<file path="src/rtl/core/goci_pkg.sv">
// Shared constants, payload types and address helper for the grid cost inflation block.
package goci_pkg;

    localparam int MAX_ROWS = 64;
    localparam int MAX_COLS = 64;
    localparam int DEPTH    = MAX_ROWS * MAX_COLS;
    localparam int ADDR_W   = $clog2(DEPTH);

    localparam int ROW_W  = 6;
    localparam int COL_W  = 6;
    localparam int DIM_W  = 7;
    localparam int COST_W = 7;
    localparam int RAD_W  = 6;
    localparam int POS_W  = ROW_W + 2;

    localparam int CFG_IDX_W  = 2;
    localparam int CFG_DATA_W = 7;

    localparam logic [CFG_IDX_W-1:0] CFG_GRID_ROWS     = 2'd0;
    localparam logic [CFG_IDX_W-1:0] CFG_GRID_COLS     = 2'd1;
    localparam logic [CFG_IDX_W-1:0] CFG_OBSTACLE_COST = 2'd2;

    localparam logic [DIM_W-1:0]  GRID_ROWS_RESET     = 7'd64;
    localparam logic [DIM_W-1:0]  GRID_COLS_RESET     = 7'd64;
    localparam logic [COST_W-1:0] OBSTACLE_COST_RESET = 7'd10;
    localparam logic [COST_W-1:0] MIN_COST            = 7'd4;

    localparam logic CMD_SCAN = 1'b0;
    localparam logic CMD_READ = 1'b1;

    typedef struct packed {
        logic             command;
        logic [ROW_W-1:0] cell_row;
        logic [COL_W-1:0] cell_col;
        logic             blocked;
    } in_item_t;

    typedef struct packed {
        logic [COST_W-1:0] cell_cost;
        logic              cell_movable;
        logic              out_of_grid;
    } out_item_t;

    typedef struct packed {
        logic              movable;
        logic [COST_W-1:0] cost;
    } cell_word_t;

    typedef struct packed {
        logic              start;
        logic [ROW_W-1:0]  row;
        logic [COL_W-1:0]  col;
        logic [RAD_W-1:0]  radius;
        logic [DIM_W-1:0]  rows;
        logic [DIM_W-1:0]  cols;
        logic [COST_W-1:0] cost;
    } walk_req_t;

    typedef struct packed {
        logic              valid;
        logic              last;
        logic [ADDR_W-1:0] addr;
        logic [COST_W-1:0] value;
    } walk_step_t;

    function automatic logic [ADDR_W-1:0] cell_addr(input logic [ROW_W-1:0] row,
                                                    input logic [COL_W-1:0] col);
        cell_addr = ADDR_W'(int'(row) * MAX_COLS + int'(col));
    endfunction

endpackage

</file>
<file path="src/rtl/core/goci_walker.sv">
// Window walker: steps through the square inflation window one cell per cycle.
module goci_walker
    import goci_pkg::*;
(
    input  logic       clk,
    input  logic       rst_n,
    input  walk_req_t  req,
    output walk_step_t step
);

    logic                    active_reg;
    logic signed [POS_W-1:0] r_reg;
    logic signed [POS_W-1:0] c_reg;

    logic signed [POS_W-1:0] row_s;
    logic signed [POS_W-1:0] col_s;
    logic signed [POS_W-1:0] rad_s;
    logic signed [POS_W-1:0] rows_s;
    logic signed [POS_W-1:0] cols_s;
    logic signed [POS_W-1:0] dr;
    logic signed [POS_W-1:0] dc;
    logic signed [POS_W-1:0] dr_abs;
    logic signed [POS_W-1:0] dc_abs;
    logic signed [POS_W-1:0] cheb_dist;
    logic                    in_window;
    logic                    col_end;
    logic                    row_end;

    assign row_s  = signed'(POS_W'(req.row));
    assign col_s  = signed'(POS_W'(req.col));
    assign rad_s  = signed'(POS_W'(req.radius));
    assign rows_s = signed'(POS_W'(req.rows));
    assign cols_s = signed'(POS_W'(req.cols));

    assign dr        = r_reg - row_s;
    assign dc        = c_reg - col_s;
    assign dr_abs    = dr[POS_W-1] ? -dr : dr;
    assign dc_abs    = dc[POS_W-1] ? -dc : dc;
    assign cheb_dist = (dr_abs > dc_abs) ? dr_abs : dc_abs;

    // The centre itself is skipped, as are window cells beyond the grid edges.
    assign in_window = !r_reg[POS_W-1] && (r_reg < rows_s) &&
                       !c_reg[POS_W-1] && (c_reg < cols_s) &&
                       ((dr != '0) || (dc != '0));

    assign col_end = (c_reg == col_s + rad_s);
    assign row_end = (r_reg == row_s + rad_s);

    assign step.valid = active_reg && in_window;
    assign step.last  = active_reg && row_end && col_end;
    assign step.addr  = cell_addr(r_reg[ROW_W-1:0], c_reg[COL_W-1:0]);
    assign step.value = req.cost - COST_W'(2 * cheb_dist);

    always_ff @(posedge clk or negedge rst_n)
    begin
        if (!rst_n)
        begin
            active_reg <= 1'b0;
        end
        else if (req.start)
        begin
            active_reg <= 1'b1;
        end
        else if (step.last)
        begin
            active_reg <= 1'b0;
        end
    end

    always_ff @(posedge clk)
    begin
        if (req.start)
        begin
            r_reg <= row_s - rad_s;
            c_reg <= col_s - rad_s;
        end
        else if (active_reg)
        begin
            if (col_end)
            begin
                c_reg <= col_s - rad_s;
                r_reg <= r_reg + POS_W'(1);
            end
            else
            begin
                c_reg <= c_reg + POS_W'(1);
            end
        end
    end

endmodule

</file>
<file path="config.mk">
export PLATFORM = sky130hd
export DESIGN_NAME = goci_walker
export DESIGN_NICKNAME = d
export VERILOG_FILES = /design/src/rtl/core/goci_pkg.sv /design/src/rtl/core/goci_walker.sv
export SDC_FILE = /design/constraint.sdc
export NUM_CORES = 1
export LEC_CHECK = 0
export BUFFER_PORTS_ARGS = -buffer_cell sky130_fd_sc_hd__buf_2
export CAP_MARGIN = 20
export CORE_MARGIN = 3
export CORE_UTILIZATION = 55
export CTS_CLUSTER_DIAMETER = 60
export CTS_CLUSTER_SIZE = 12
export DETAILED_ROUTE_END_ITERATION = 16
export GPL_TIMING_DRIVEN = 1
export PLACE_DENSITY = 0.78
export SYNTH_ARGS = -nofsm -noshare
export SYNTH_HDL_FRONTEND = slang
export SYNTH_SLANG_ARGS = --single-unit
</file>
<file path="constraint.sdc">
create_clock -name clk -period 10.01 [get_ports clk]
set_clock_uncertainty 0.15 [all_clocks]
set_input_delay 2.5025 -clock clk [delete_from_list [all_inputs] [get_ports clk]]
set_output_delay 2.5025 -clock clk [all_outputs]
set_load 0.03 [all_outputs]
</file>
==> results_dict.tcl <==
set metrics [dict create \
    cp_common_cell "a21o_1" \
    hold_viol 0 \
    grt-ovfl-total 0 \
    syn_area_um2 3820 \
    tightest_slew_ns 0.523 \
    core_um2 6530 \
    drtIter0Drc 173 \
    hold_path.class "reg -> reg" \
    fmax_mhz 102 \
    nets 631 \
    wl_per_cell_um 15.5 \
    die_y_um 89.3 \
    powerDensity_nw_per_um2 306 \
    share_comb_of_total_power 0.861 \
    grt_max_degree 17 \
    ys.flop_type "edfxtp_1" \
    relSlewSlack 0.651 \
    ant_nets 0 \
    die_width_um 89.3 \
    p_sw_uw 700 \
    multi_input_area_um2 2990 \
    worst_ep_arrival_time_ns 7.14 \
    fin_hold_ws_ns 0.366 \
    total_power_mw 1.28 \
    place_area_um2 4060 \
    critical_path_class "in -> out" \
    crit_slowest_cell "ha_1" \
    rrSetupSlack_ns 7.10 \
    crit_fanout 8 \
    required_ns 7.36 \
    period_share 0.978 \
    max_cap_violations 0 \
    grt_pass1_vias 3300 \
    final_area_um2 4190 \
    critPathBufInv 4 \
    worstSetupStartpoint "req[30]" \
    htree_levels 1 \
    yosysWarningCount 0 \
    antennaDiodeCount 0 \
    numCtsBuffers 3 \
    yosysSeqAreaShare 0.132 \
    initial_core_util 0.584 \
    fin_tns_setup_ns 0 \
    num_vias 3373 \
    rows 29 \
    post-route-util 0.641 \
    wirelength_um 9180 \
    intPower_uw 582 \
    grt_pass1_wl_um 15300 \
    synth_fp_nets 587 \
    cts_tree "yes" \
    synth_cell_type_count 53 \
    fillers 562 \
    placement.io_buffers 60 \
    track_usage 0.241 \
    end_kind "output pin" \
    cts.sinks 17 \
    max_stage_delay_ns 0.37 \
    setup_viol 0 \
    synth-edff-count 16 \
    synth-seq-cells 17 \
    crit-reg2reg-launch "c_reg[5]" \
    gp_congestion 0.878 \
    grt_antenna_before_repair 0 \
    area_growth_pct 9.77 \
    viasPerCell 5.69 \
    dieArea_um2 7970 \
    clockPowerShare 0.040 \
    seq_power_share 0.099 \
    min_from "active_reg" \
    clkTransAtPathRegs_ns 0.07 \
    io_pins 63 \
    maxSlewViolCount 0 \
    drive_gt1_frac 0.167 \
    async_flop_share 0.0588 \
    min_period_ns 9.79 \
    clockRootBuffer "clkbuf_8" \
    clock_latency_ns 0.25 \
    avgSynthCellArea_um2 8.07 \
    dp_hpwl_um 7690 \
    status "complete, no violations" \
    firstDrtPassIters 4 \
    drcViolationCount 0 \
    synthCells 473 \
    cp_top_family "compound AO/OA/AOI/OAI gates" \
    ff_latch_area_um2 505 \
    worstSetupStartpointType "input pin" \
    power.static_leakage_nw 2.06 \
    clockBufferDepth 2 \
    vdd_drop_max_uv 205 \
    p_sw_frac 0.546 \
]
[per-stage QoR]
step | std cells | worst slack [ns]
global placement | 584 | 0.170
finish | 593 | 0.220
CTS | 588 | 0.0500
floorplan | 473 | 0.501
global route | 593 | -0.0440
detailed placement | 584 | 0.0565
[repair_timing]
| action | 4_1_cts | 5_1_grt |
|---|---|---|
| endpoints found under the setup margin | 0 | 2 |
| hold buffers | 0 | 0 |
| gates resized for setup | 0 | 11 |
| setup buffers | 0 | 5 |
[final timing paths]
path,end,cells past startpoint
min,active_reg,1
min reg2reg,active_reg,1
max in group asynchronous,active_reg,1
max reg2reg,r_reg[1],6
max,step[6],25
min in group asynchronous,active_reg,1
[cell type report]
class	count	share of cell area
clock buffers	4	0.0108
inverters	57	0.0511
multi-input cells	373	0.713
flip-flops and latches	17	0.121
well taps	77	0.0230
repair buffers	65	0.0812
[routing by layer]
layer  global-route usage  share of wire  vias up
met5                    0              0        -
met4               0.0582          0.017        0
met3               0.0175          0.057       13
met2                0.439           0.50      117
met1                0.309           0.42     1542
li1                     -              -     1701
[cell usage after synthesis, types with 2 or more instances]
master     n  area (µm²)
o21a_1     6        45.0
nand2b_1  10        62.6
nor3_1    10        50.1
o21bai_1   4        30.0
ha_1      65         813
nor4_1     2        12.5
inv_1     57         214
nand4_1    4        25.0
buf_4     14         105
xnor2_1   33         289
edfxtp_1  16         480
nand4b_1   2        17.5
a21oi_1   25         125
o21ai_0   20         100
clkbuf_1   7        26.3
nor2b_1   10        62.6
nand3b_1   4        30.0
fa_1       7         140
nor2_1    33         124
and3_1     4        25.0
or4_1      3        22.5
nand3_1   17        85.1
buf_2      4        20.0
xor2_1    28         245
mux2i_1   10         100
o311ai_0   2        17.5
o21ai_2    4        35.0
o211ai_1   3        22.5
a31oi_1    5        31.3
a41oi_1    2        17.5
nand2_1   24        90.1
or2_2      2        12.5
a21o_1    15         113
a21boi_0   2        15.0
[kinds of logic (layout without fill, tap and decap cells)]
family          after synthesis  in the layout  share of synthesized area
mux                          10             10                     0.0262
simple gates                131            131                      0.174
xor+xnor                     62             62                      0.144
fa+ha+maj                    72             72                      0.250
buf+inv                      83            126                     0.0971
flops                        17             17                      0.132
compound gates               98             98                      0.176
[worst reg2reg max path, delay by kind of cell, from the launching register on]
| family | cells | cell delay [ns] |
|---|---|---|
| flip-flops | 1 | 0.54 |
| AO/OA/AOI/OAI | 1 | 0.16 |
| XOR/XNOR | 1 | 0.33 |
| AND/OR/NAND/NOR | 4 | 1.38 |
[placed cells by master (no fill, tap or decap), types with 3 or more instances in the layout]
master,instances
ha_1,65
buf_2,59
inv_1,57
nor2_1,33
xnor2_1,32
xor2_1,28
nand2_1,24
a21oi_1,24
o21ai_0,20
nand3_1,17
edfxtp_1,16
a21o_1,15
nand2b_1,10
nor2b_1,9
nor3_1,9
mux2i_1,9
fa_1,7
o21a_1,6
buf_4,6
o21ai_2,4
a31oi_1,4
and3_1,4
nand4_1,4
nand3b_1,4
o21bai_1,4
or4_1,3
o211ai_1,3
clkbuf_8,3
[power by group through the flow]
stage                     registers (mW)  clock network, mW  logic [mW]
after floorplan                    0.112                  0       0.832
after global placement             0.127                  0       0.999
after detailed placement           0.128                  0        1.02
after CTS                          0.126             0.0518        1.03
after global routing               0.131             0.0551        1.21
final                              0.128             0.0508        1.10
Power figures use the tool's default switching activity.
